File: config.mk
export PLATFORM = sky130hd
export DESIGN_NAME = rgb_to_hsv_convert_core_flat
export DESIGN_NICKNAME = d
export VERILOG_FILES = /design/src/hw/rtl/rhc_pkg.sv /design/src/hw/rtl/rhc_if.sv /design/src/hw/rtl/rhc_div_stage.sv /design/src/hw/rtl/rgb_to_hsv_convert_core.sv /design/src/flat_wrapper.sv
export SDC_FILE = /design/constraint.sdc
export NUM_CORES = 1
export LEC_CHECK = 0
export BUFFER_PORTS_ARGS = -buffer_cell sky130_fd_sc_hd__buf_2
export CAP_MARGIN = 20
export CORE_MARGIN = 3
export CORE_UTILIZATION = 60
export CTS_BUF_LIST = sky130_fd_sc_hd__clkbuf_8
export CTS_CLUSTER_DIAMETER = 30
export DETAILED_ROUTE_END_ITERATION = 8
export MAX_ROUTING_LAYER = met4
export PLACE_DENSITY = 0.8
export SLEW_MARGIN = 10
export SYNTH_ARGS = -nofsm -noshare
export SYNTH_HDL_FRONTEND = slang
export SYNTH_SLANG_ARGS = --single-unit
export TNS_END_PERCENT = 50
File: constraint.sdc
create_clock -name clk -period 10 [get_ports clk]
set_clock_uncertainty 0.05 [all_clocks]
set_input_delay 1 -clock clk [delete_from_list [all_inputs] [get_ports clk]]
set_output_delay 1 -clock clk [all_outputs]
set_load 0.01 [all_outputs]
File: src/hw/rtl/rhc_pkg.sv
package rhc_pkg;

  localparam int HUE_W          = 16;
  localparam int SAT_W          = 16;
  localparam int CH_W           = 8;
  localparam int DIV_STAGES     = 4;
  localparam int BITS_PER_STAGE = 4;
  localparam int HREM_W         = 12;
  localparam int HDEN_W         = 11;
  localparam int SREM_W         = 9;

  localparam logic [SAT_W-1:0] SAT_FULL = '1;

  typedef struct packed {
    logic [HREM_W-1:0] hrem;
    logic [HDEN_W-1:0] hden;
    logic [HUE_W-1:0]  hq;
    logic [SREM_W-1:0] srem;
    logic [CH_W-1:0]   sden;
    logic [SAT_W-1:0]  sq;
    logic              grey;
    logic              sat_full;
    logic [CH_W-1:0]   value;
  } rhc_div_t;

endpackage

File: src/hw/rtl/rhc_if.sv
interface rhc_pixel_if;
  logic       valid;
  logic       ready;
  logic [7:0] red;
  logic [7:0] green;
  logic [7:0] blue;

  modport source (output valid, red, green, blue, input ready);
  modport sink (input valid, red, green, blue, output ready);
endinterface

interface rhc_hsv_if;
  logic        valid;
  logic        ready;
  logic [15:0] hue;
  logic [15:0] saturation;
  logic [7:0]  value;

  modport source (output valid, hue, saturation, value, input ready);
  modport sink (input valid, hue, saturation, value, output ready);
endinterface

File: src/hw/rtl/rhc_div_stage.sv
module rhc_div_stage (
  input  logic              clk,
  input  logic              rst_n,
  input  logic              up_valid,
  output logic              up_ready,
  input  rhc_pkg::rhc_div_t up_data,
  output logic              dn_valid,
  input  logic              dn_ready,
  output rhc_pkg::rhc_div_t dn_data
);
  import rhc_pkg::*;

  logic              valid_r;
  rhc_div_t          data_r;
  rhc_div_t          data_nxt;
  logic [HREM_W-1:0] hr2;
  logic [SREM_W-1:0] sr2;
  logic              hbit;
  logic              sbit;

  // Shift in one quotient bit per step for hue and saturation.
  always_comb begin
    data_nxt = up_data;
    hr2      = '0;
    sr2      = '0;
    hbit     = 1'b0;
    sbit     = 1'b0;
    for (int i = 0; i < BITS_PER_STAGE; i++) begin
      hr2  = {data_nxt.hrem[HREM_W-2:0], 1'b0};
      sr2  = {data_nxt.srem[SREM_W-2:0], 1'b0};
      hbit = (hr2 >= {1'b0, data_nxt.hden});
      sbit = (sr2 >= {1'b0, data_nxt.sden});
      data_nxt.hrem = hbit ? (hr2 - {1'b0, data_nxt.hden}) : hr2;
      data_nxt.srem = sbit ? (sr2 - {1'b0, data_nxt.sden}) : sr2;
      data_nxt.hq   = {data_nxt.hq[HUE_W-2:0], hbit};
      data_nxt.sq   = {data_nxt.sq[SAT_W-2:0], sbit};
    end
  end

  assign up_ready = !valid_r || dn_ready;
  assign dn_valid = valid_r;
  assign dn_data  = data_r;

  always_ff @(posedge clk) begin
    if (!rst_n) begin
      valid_r <= 1'b0;
    end else if (up_ready) begin
      valid_r <= up_valid;
    end
  end

  always_ff @(posedge clk) begin
    if (up_ready && up_valid) begin
      data_r <= data_nxt;
    end
  end

endmodule

File: src/hw/rtl/rgb_to_hsv_convert_core.sv
// RGB to HSV pixel converter.
// Pipeline: 1 prep stage, 4 divider stages, registered in that order.
// Throughput: one pixel per cycle unless stalled; each divider stage resolves 4
// quotient bits of hue and saturation, and a stall holds every full stage in place.
// Reset: synchronous active-low rst_n clears all stage valid bits.
module rgb_to_hsv_convert_core (
  input  logic clk,
  input  logic rst_n,
  rhc_pixel_if.sink in_if,
  rhc_hsv_if.source out_if
);
  import rhc_pkg::*;

  logic [CH_W-1:0]   mx;
  logic [CH_W-1:0]   mn;
  logic [CH_W-1:0]   dl;
  logic [HDEN_W-1:0] hden;
  logic [HREM_W-1:0] hnum;
  rhc_div_t          prep_nxt;
  rhc_div_t          prep_r;
  logic              prep_valid_r;

  rhc_div_t dv_data  [DIV_STAGES+1];
  logic     dv_valid [DIV_STAGES+1];
  logic     dv_ready [DIV_STAGES+1];

  always_comb begin
    mx = (in_if.red > in_if.green) ? in_if.red : in_if.green;
    mx = (mx > in_if.blue) ? mx : in_if.blue;
    mn = (in_if.red < in_if.green) ? in_if.red : in_if.green;
    mn = (mn < in_if.blue) ? mn : in_if.blue;
    dl = mx - mn;
    hden = {1'b0, dl, 2'b00} + {2'b00, dl, 1'b0};
    if (in_if.green == mx) begin
      hnum = {3'b000, dl, 1'b0} + {4'h0, in_if.blue} - {4'h0, in_if.red};
    end else if (in_if.blue == mx) begin
      hnum = {2'b00, dl, 2'b00} + {4'h0, in_if.red} - {4'h0, in_if.green};
    end else if (in_if.green >= in_if.blue) begin
      hnum = {4'h0, in_if.green - in_if.blue};
    end else begin
      hnum = {1'b0, hden} - {4'h0, in_if.blue - in_if.green};
    end
    prep_nxt.hrem     = hnum;
    prep_nxt.hden     = hden;
    prep_nxt.hq       = '0;
    prep_nxt.srem     = {1'b0, dl};
    prep_nxt.sden     = mx;
    prep_nxt.sq       = '0;
    prep_nxt.grey     = (dl == '0);
    prep_nxt.sat_full = (dl == mx);
    prep_nxt.value    = mx;
  end

  assign in_if.ready = !prep_valid_r || dv_ready[0];

  always_ff @(posedge clk) begin
    if (!rst_n) begin
      prep_valid_r <= 1'b0;
    end else if (in_if.ready) begin
      prep_valid_r <= in_if.valid;
    end
  end

  always_ff @(posedge clk) begin
    if (in_if.ready && in_if.valid) begin
      prep_r <= prep_nxt;
    end
  end

  assign dv_data[0]  = prep_r;
  assign dv_valid[0] = prep_valid_r;

  for (genvar s = 0; s < DIV_STAGES; s++) begin : g_div
    rhc_div_stage u_stage (
      .clk      (clk),
      .rst_n    (rst_n),
      .up_valid (dv_valid[s]),
      .up_ready (dv_ready[s]),
      .up_data  (dv_data[s]),
      .dn_valid (dv_valid[s+1]),
      .dn_ready (dv_ready[s+1]),
      .dn_data  (dv_data[s+1])
    );
  end

  assign dv_ready[DIV_STAGES] = out_if.ready;
  assign out_if.valid         = dv_valid[DIV_STAGES];
  assign out_if.value         = dv_data[DIV_STAGES].value;
  assign out_if.hue           = dv_data[DIV_STAGES].grey ? '0 : dv_data[DIV_STAGES].hq;
  assign out_if.saturation    = dv_data[DIV_STAGES].grey     ? '0 :
                                dv_data[DIV_STAGES].sat_full ? SAT_FULL :
                                dv_data[DIV_STAGES].sq;

endmodule

File: src/flat_wrapper.sv
// flat-port wrapper written by rule: the top's interface ports become plain ports
module rgb_to_hsv_convert_core_flat import rhc_pkg::*;
  (clk, rst_n, in_if_valid, in_if_red, in_if_green, in_if_blue, in_if_ready, out_if_valid, out_if_hue, out_if_saturation, out_if_value, out_if_ready);
  rhc_pixel_if in_if_i ();
  rhc_hsv_if out_if_i ();
  input  logic clk;
  input  logic rst_n;
  input wire logic [$bits(in_if_i.valid)-1:0] in_if_valid;
  input wire logic [$bits(in_if_i.red)-1:0] in_if_red;
  input wire logic [$bits(in_if_i.green)-1:0] in_if_green;
  input wire logic [$bits(in_if_i.blue)-1:0] in_if_blue;
  output wire logic [$bits(in_if_i.ready)-1:0] in_if_ready;
  output wire logic [$bits(out_if_i.valid)-1:0] out_if_valid;
  output wire logic [$bits(out_if_i.hue)-1:0] out_if_hue;
  output wire logic [$bits(out_if_i.saturation)-1:0] out_if_saturation;
  output wire logic [$bits(out_if_i.value)-1:0] out_if_value;
  input wire logic [$bits(out_if_i.ready)-1:0] out_if_ready;
  assign in_if_i.valid = in_if_valid;
  assign in_if_i.red = in_if_red;
  assign in_if_i.green = in_if_green;
  assign in_if_i.blue = in_if_blue;
  assign in_if_ready = in_if_i.ready;
  assign out_if_valid = out_if_i.valid;
  assign out_if_hue = out_if_i.hue;
  assign out_if_saturation = out_if_i.saturation;
  assign out_if_value = out_if_i.value;
  assign out_if_i.ready = out_if_ready;
  rgb_to_hsv_convert_core u_core (.clk(clk), .rst_n(rst_n), .in_if(in_if_i), .out_if(out_if_i));
endmodule
; ---- Yosys cells after proc, flatten, opt, wreduce, memory -nomap -nowiden
; Index checks and enable logic that the tools add are counted.
[classes]
n_reduce_logical = 16
mux = 40
add_sub_neg = 39
n_lt_le_gt_ge = 37
n_eq_ne = 3
[ops]
columns = operator, n
row1 = 2-to-1 mux 11 bit, 18
row2 = greater-or-equal comparator 12 x 11 -> 1 bit, 16
row3 = subtractor 11 bit, 15
row4 = 2-to-1 mux 8 bit, 19
row5 = greater-or-equal comparator 9 x 8 -> 1 bit, 16
row6 = subtractor 8 bit, 18
row7 = 2-to-1 mux 16 bit, 3
row8 = subtractor 11 x 8 -> 11 bit, 3
row9 = equality test 8 bit, 3
row10 = > comparator 8 bit, 2
row11 = less-than comparator 8 bit, 2
row12 = adder 10 x 8 -> 11 bit, 1
row13 = adder 10 x 9 -> 11 bit, 1
row14 = adder 9 x 8 -> 10 bit, 1
row15 = greater-or-equal comparator 8 bit, 1
row16 = zero test 8 bit, 1
row17 = logical AND 1 bit, 5
row18 = zero test 1 bit, 5
row19 = logical OR 1 bit, 5
[word_totals]
input_bits = 28
ff_bits = 255
wordCells = 181

; ---- Logic depth before layout (Yosys ltp)
[logic_depth]
word_depth = 10
mapped_depth = 57
mapped_depth_nobuf = 54

; ---- Modules after synthesis
; From an unflattened synthesis, not the netlist that was laid out.
[hier_totals]
cells_unflattened = 3385
hier_area_um2 = 33098.0
[by_module_without_submodules]
columns = mod, cells_each, area_per_inst_um2, seq_area_each_um2, n_inst
row1 = rhc_div_stage (u_core.g_div[1].u_stage ...), 689, 6837.8, 2482.4, 2
row2 = rhc_div_stage (u_core.g_div[0].u_stage), 691, 6912.9, 2482.4, 1
row3 = rhc_div_stage (u_core.g_div[3].u_stage), 642, 6688.9, 2482.4, 1
row4 = rgb_to_hsv_convert_core, 674, 5820.6, 1191.1, 1

; ---- Worst setup path before layout
; OpenSTA, ideal clock, no wires.
[synth_timing]
path_kind = flip-flop to flip-flop
start = register u_core.g_div[1].u_stage.data_r, in the netlist u_core.g_div[1].u_stage.dn_data[61]
end = register u_core.g_div[2].u_stage.data_r, in the netlist u_core.g_div[2].u_stage.dn_data[73] (data pin)
path_slack_ns = -0.545
setup_time_ns = 0.261
required_ns = 9.689
n_path_buf = 2
arrival_time_ns = 10.235
stages_incl_launch_ff = 54
synth_period_minus_slack_ns = 10.545
path_cell_list = edfxtp_1 > inv_1 > ha_1 > nor2b_1 > o21ai_1 > a21oi_1 > o21ai_1 > a21boi_1 > o21a_1 > o21a_1 > o31ai_1 > and2_1 > buf_2 > clkinv_1 > a21oi_1 > ha_1 > o21ai_0 > a21oi_1 > [18 not listed] > a311oi_1 > o21ai_0 > mux2i_1 > clkbuf_1 > mux2_2 > ha_1 > a21boi_0 > o21ai_0 > a21boi_0 > o21ai_0 > nand2b_1 > a21oi_1 > inv_1 > a21oi_1 > o21ai_0 > nor3_1 > nor2_1 > a221o_1
[synth_rtl]
columns = item, line
row1 = "start, declared", rhc_div_stage.sv:14  ; rhc_div_t data_r;
row2 = "start signal, assigned", rhc_div_stage.sv:54  ; data_r <= data_nxt;
row3 = "end signal, assigned", rhc_div_stage.sv:54
row4 = "end, declared", rhc_div_stage.sv:14

==> reports/results.tsv <==
stage	metric	value	unit
floorplan	die_h	212.0	um
clocking	hold_buffers	0	
timing	finalHoldViolCount	0	
critical_path	cp.required	10.32	ns
clocking	tritoncts	done	
critical_path	reg2reg_depth	54	
critical_path	critPathKind	reg -> reg	
critical_path	cp_slowest_stage_delay	0.41	ns
floorplan	dieArea	0.04495	mm2
detailed_routing	dr.pass1.iters	6	
global_route	grt_antenna_before_repair	0	
finish	drive_gt1_share	18.81	%
critical_path	cp_slowest_cell	edfxtp_1	
synth	synth_area_leaders	edfxtp_1 (29%), ha_1 (17%), xnor2_1 (5.0%)	
synth	synth_ff_type	edfxtp_1	
floorplan	die_w	212.0	um
detailed_routing	drc	0	
floorplan	core	0.04139	mm2
clocking	cts_sinks	247	
placement	gp_congestion	0.9918	
clocking	clockRootBuffer	clkbuf_8	
critical_path	rrSetupSlack	0.31	ns
critical_path	rr_endpoint	u_core.g_div[2].u_stage.dn_data[78]	
floorplan	start_util	61.53	%
synth	synth_area	0.02546	mm2
critical_path	cp-start-kind	register	
finish	fin_nets	3500	
critical_path	path_max_fanout	6	
placement	io_buffers	69	
critical_path	end_kind	register	
critical_path	cp_common_cell	o21ai_1	
critical_path	crit_start	u_core.g_div[1].u_stage.dn_data[61]	
clocking	cts_buffers	58	
critical_path	crit_end	u_core.g_div[2].u_stage.dn_data[78]	
synth	synthCells	2835	
global_route	grt_max_degree	63	
clocking	clockBufferDepth	3	
detailed_routing	wl_per_cell	18.17	um
floorplan	num_rows	74	
synth	synth_top_area_cell	edfxtp_1	
synth	synth_edf_count	242	
detailed_routing	postRouteAntennaNets	0	
synth	syn-num-nets	3239	
timing	holdWs	0.3576	ns
synth	syn_avg_cell_area	8.982	um2
synth	ys_seq_area_share	28.93	%
detailed_routing	vias_per_cell	6.063	
finish	area_growth	15.60	%
synth	synth_seq_cells	247	
critical_path	rr_startpoint	u_core.g_div[1].u_stage.dn_data[61]	
timing	min_period	9.693	ns
clocking	clk_latency	0.62	ns
detailed_routing	routed_wl	66740	um
clocking	clkTransAtPathRegs	0.06	ns
timing	final-setup-viol-count	0	
timing	fmax	103.2	MHz
global_route	grt_pass1_wl	106400	um
worst_hold_path	hold_class	reg -> reg	
synth	yosys_warnings	0	
run_status	status	finished clean	
finish	n_antenna_cell	0	
placement	dp.final_hpwl	51480	um
clocking	cts_max_level	2	
timing	drv_slew	0	
floorplan	pin_count	70	
timing	relSlewSlack	41.33	%
critical_path	arrival	10.02	ns
flow_run	drv_cap	0	
global_route	gr-total-overflow	0	
synth	synth_cell_types	84	
global_route	grt_usage	29.67	%
timing	fin_crit_sh	96.93	%
synth	ys_async_sr_fraction	0	%
detailed_routing	num_vias	22280	
timing	worstMarginPinSlew	0.8738	ns
detailed_routing	initialDrtViolationCount	1784	
timing	fin_tns_setup	0	ns
synth	yosys.area.top_type_share	28.54	%
global_route	grt_pass1_vias	21920	
synthesized netlist by cell type (8+ instances only):
cell and instances:
ha_1 352, inv_1 280, edfxtp_1 242, nor2_1 227, o21ai_0 215, nand2_1 208
a21oi_1 169, xnor2_1 146, mux2_2 93, nor2b_1 81, a21o_1 71, xor2_1 58
nand2b_1 54, a21boi_0 46, clkbuf_1 45, nor3_1 43, o21a_1 38, o31ai_1 37
nand3_1 32, and3_1 25, nand4_1 25, and2_1 24, fa_1 24, mux2i_1 22
o21bai_1 16, or3_1 16, a221oi_1 15, and4_1 15, o21ai_1 14, a211oi_1 13
a41o_1 13, a22oi_1 12, a31oi_1 12, o211ai_1 12, a221o_1 11, o221ai_1 11
or2_2 11, buf_4 8
layout by cell type (no fill, tap or decap), types with 14 or more instances in the layout:
cell	n
a21boi_0	18
a21boi_1	17
a21o_1	71
a21oi_1	155
a21oi_2	14
and2_1	23
and3_1	25
and4_1	15
buf_2	69
buf_4	184
clkbuf_8	58
edfxtp_1	242
fa_1	24
ha_1	347
inv_1	278
mux2_2	93
mux2i_1	20
nand2_1	207
nand2b_1	54
nand3_1	30
nand4_1	25
nor2_1	221
nor2b_1	77
nor3_1	40
o21a_1	38
o21ai_0	154
o21ai_1	52
o21ai_2	22
o21bai_1	16
o31ai_1	33
or3_1	16
xnor2_1	146
xor2_1	58
worst min-delay path by stage:
| stage | startpoint | endpoint | slack [ns] | cells after the start |
|---|---|---|---|---|
| 2_1_floorplan | u_core.dv_data[336] | u_core.g_div[0].u_stage.dn_data[8] | 0.35 | 0 |
| 3_3_place_gp | u_core.g_div[0].u_stage.dn_data[9] | u_core.g_div[1].u_stage.dn_data[9] | 0.35 | 0 |
| 3_5_place_dp | u_core.dv_data[337] | u_core.g_div[0].u_stage.dn_data[9] | 0.35 | 0 |
| 4_1_cts | u_core.g_div[2].u_stage.dn_data[9] | u_core.g_div[3].u_stage.dn_data[9] | 0.36 | 0 |
| 5_1_grt | u_core.g_div[2].u_stage.dn_data[15] | u_core.g_div[3].u_stage.dn_data[19] | 0.37 | 0 |
| 6_report | u_core.g_div[2].u_stage.dn_data[9] | u_core.g_div[3].u_stage.dn_data[9] | 0.36 | 0 |
kinds of logic (layout without fill, tap and decap cells):
kind of cell / after synthesis / in the layout / synth area share, %
AOI/OAI and AO/OA: 751 / 751 / 18.96
buffers and inverters: 347 / 654 / 5.282
xor gates and xnor gates: 210 / 210 / 7.474
DFF: 247 / 247 / 28.93
and+or+nand+nor: 786 / 786 / 15.04
muxes: 117 / 117 / 5.090
adders and majority gates: 377 / 377 / 19.23
sequential cells by signal, summed over array words and instances (netlist names):
signal	count
u_core.dv_data	38
u_core.g_div.u_stage.dn_data	204
u_core.g_div.u_stage.dn_valid	4
u_core.prep_valid_r	1
per-stage QoR:
stage	setup slack, ns	cells	area [um2]	utilization, %
2_1_floorplan	-0.006968	2835	25550	-
3_3_place_gp	0.006910	3518	27400	66.20
3_5_place_dp	-0.4796	3518	27400	66.20
4_1_cts	0.0002522	3629	28730	69.42
5_1_grt	-0.2865	3674	29440	71.12
6_report	0.3068	3674	29440	71.12
timing repair:
item / in CTS / in global routing
resized for setup: 38 / 144
pin swaps: 5 / 67
hold endpoints to repair: 0 / 0
setup endpoints to repair: 49 / 62
gates cloned: 0 / 1
buffers inserted: 5 / 43
worst max-delay path: cells and delay by family (launching register included):
family,cells,cell delay [ns]
muxes,2,0.54
DFF,1,0.41
buffers and inverters,6,0.81
adders and majority gates,4,1.11
and+or+nand+nor,10,1.18
AOI/OAI and AO/OA,32,5.33
per-layer routing:
metal  vias to the layer above  share of wire, %  GRT usage [%]  routed length [um]
met3                       190               6.0          3.586                3984
li1                      10760                 -              -                   -
met4                         0               3.8          12.22                2558
met5                         -                 0              -                   0
met2                       808                49          49.48               32390
met1                     10520                42          36.80               27810
layout make-up:
cell class / count / area [um2]
clock buffer: 58 / 798.3
clock inverter: 48 / 420.4
fill: 3096 / 11950
inverter: 289 / 1090
multi-input combinational: 2241 / 17290
sequential: 247 / 7367
tap: 532 / 665.6
timing repair buffer: 259 / 1808
Power is not shown: default switching activity piles up to over one toggle a cycle in this logic, so the estimate is an artifact.
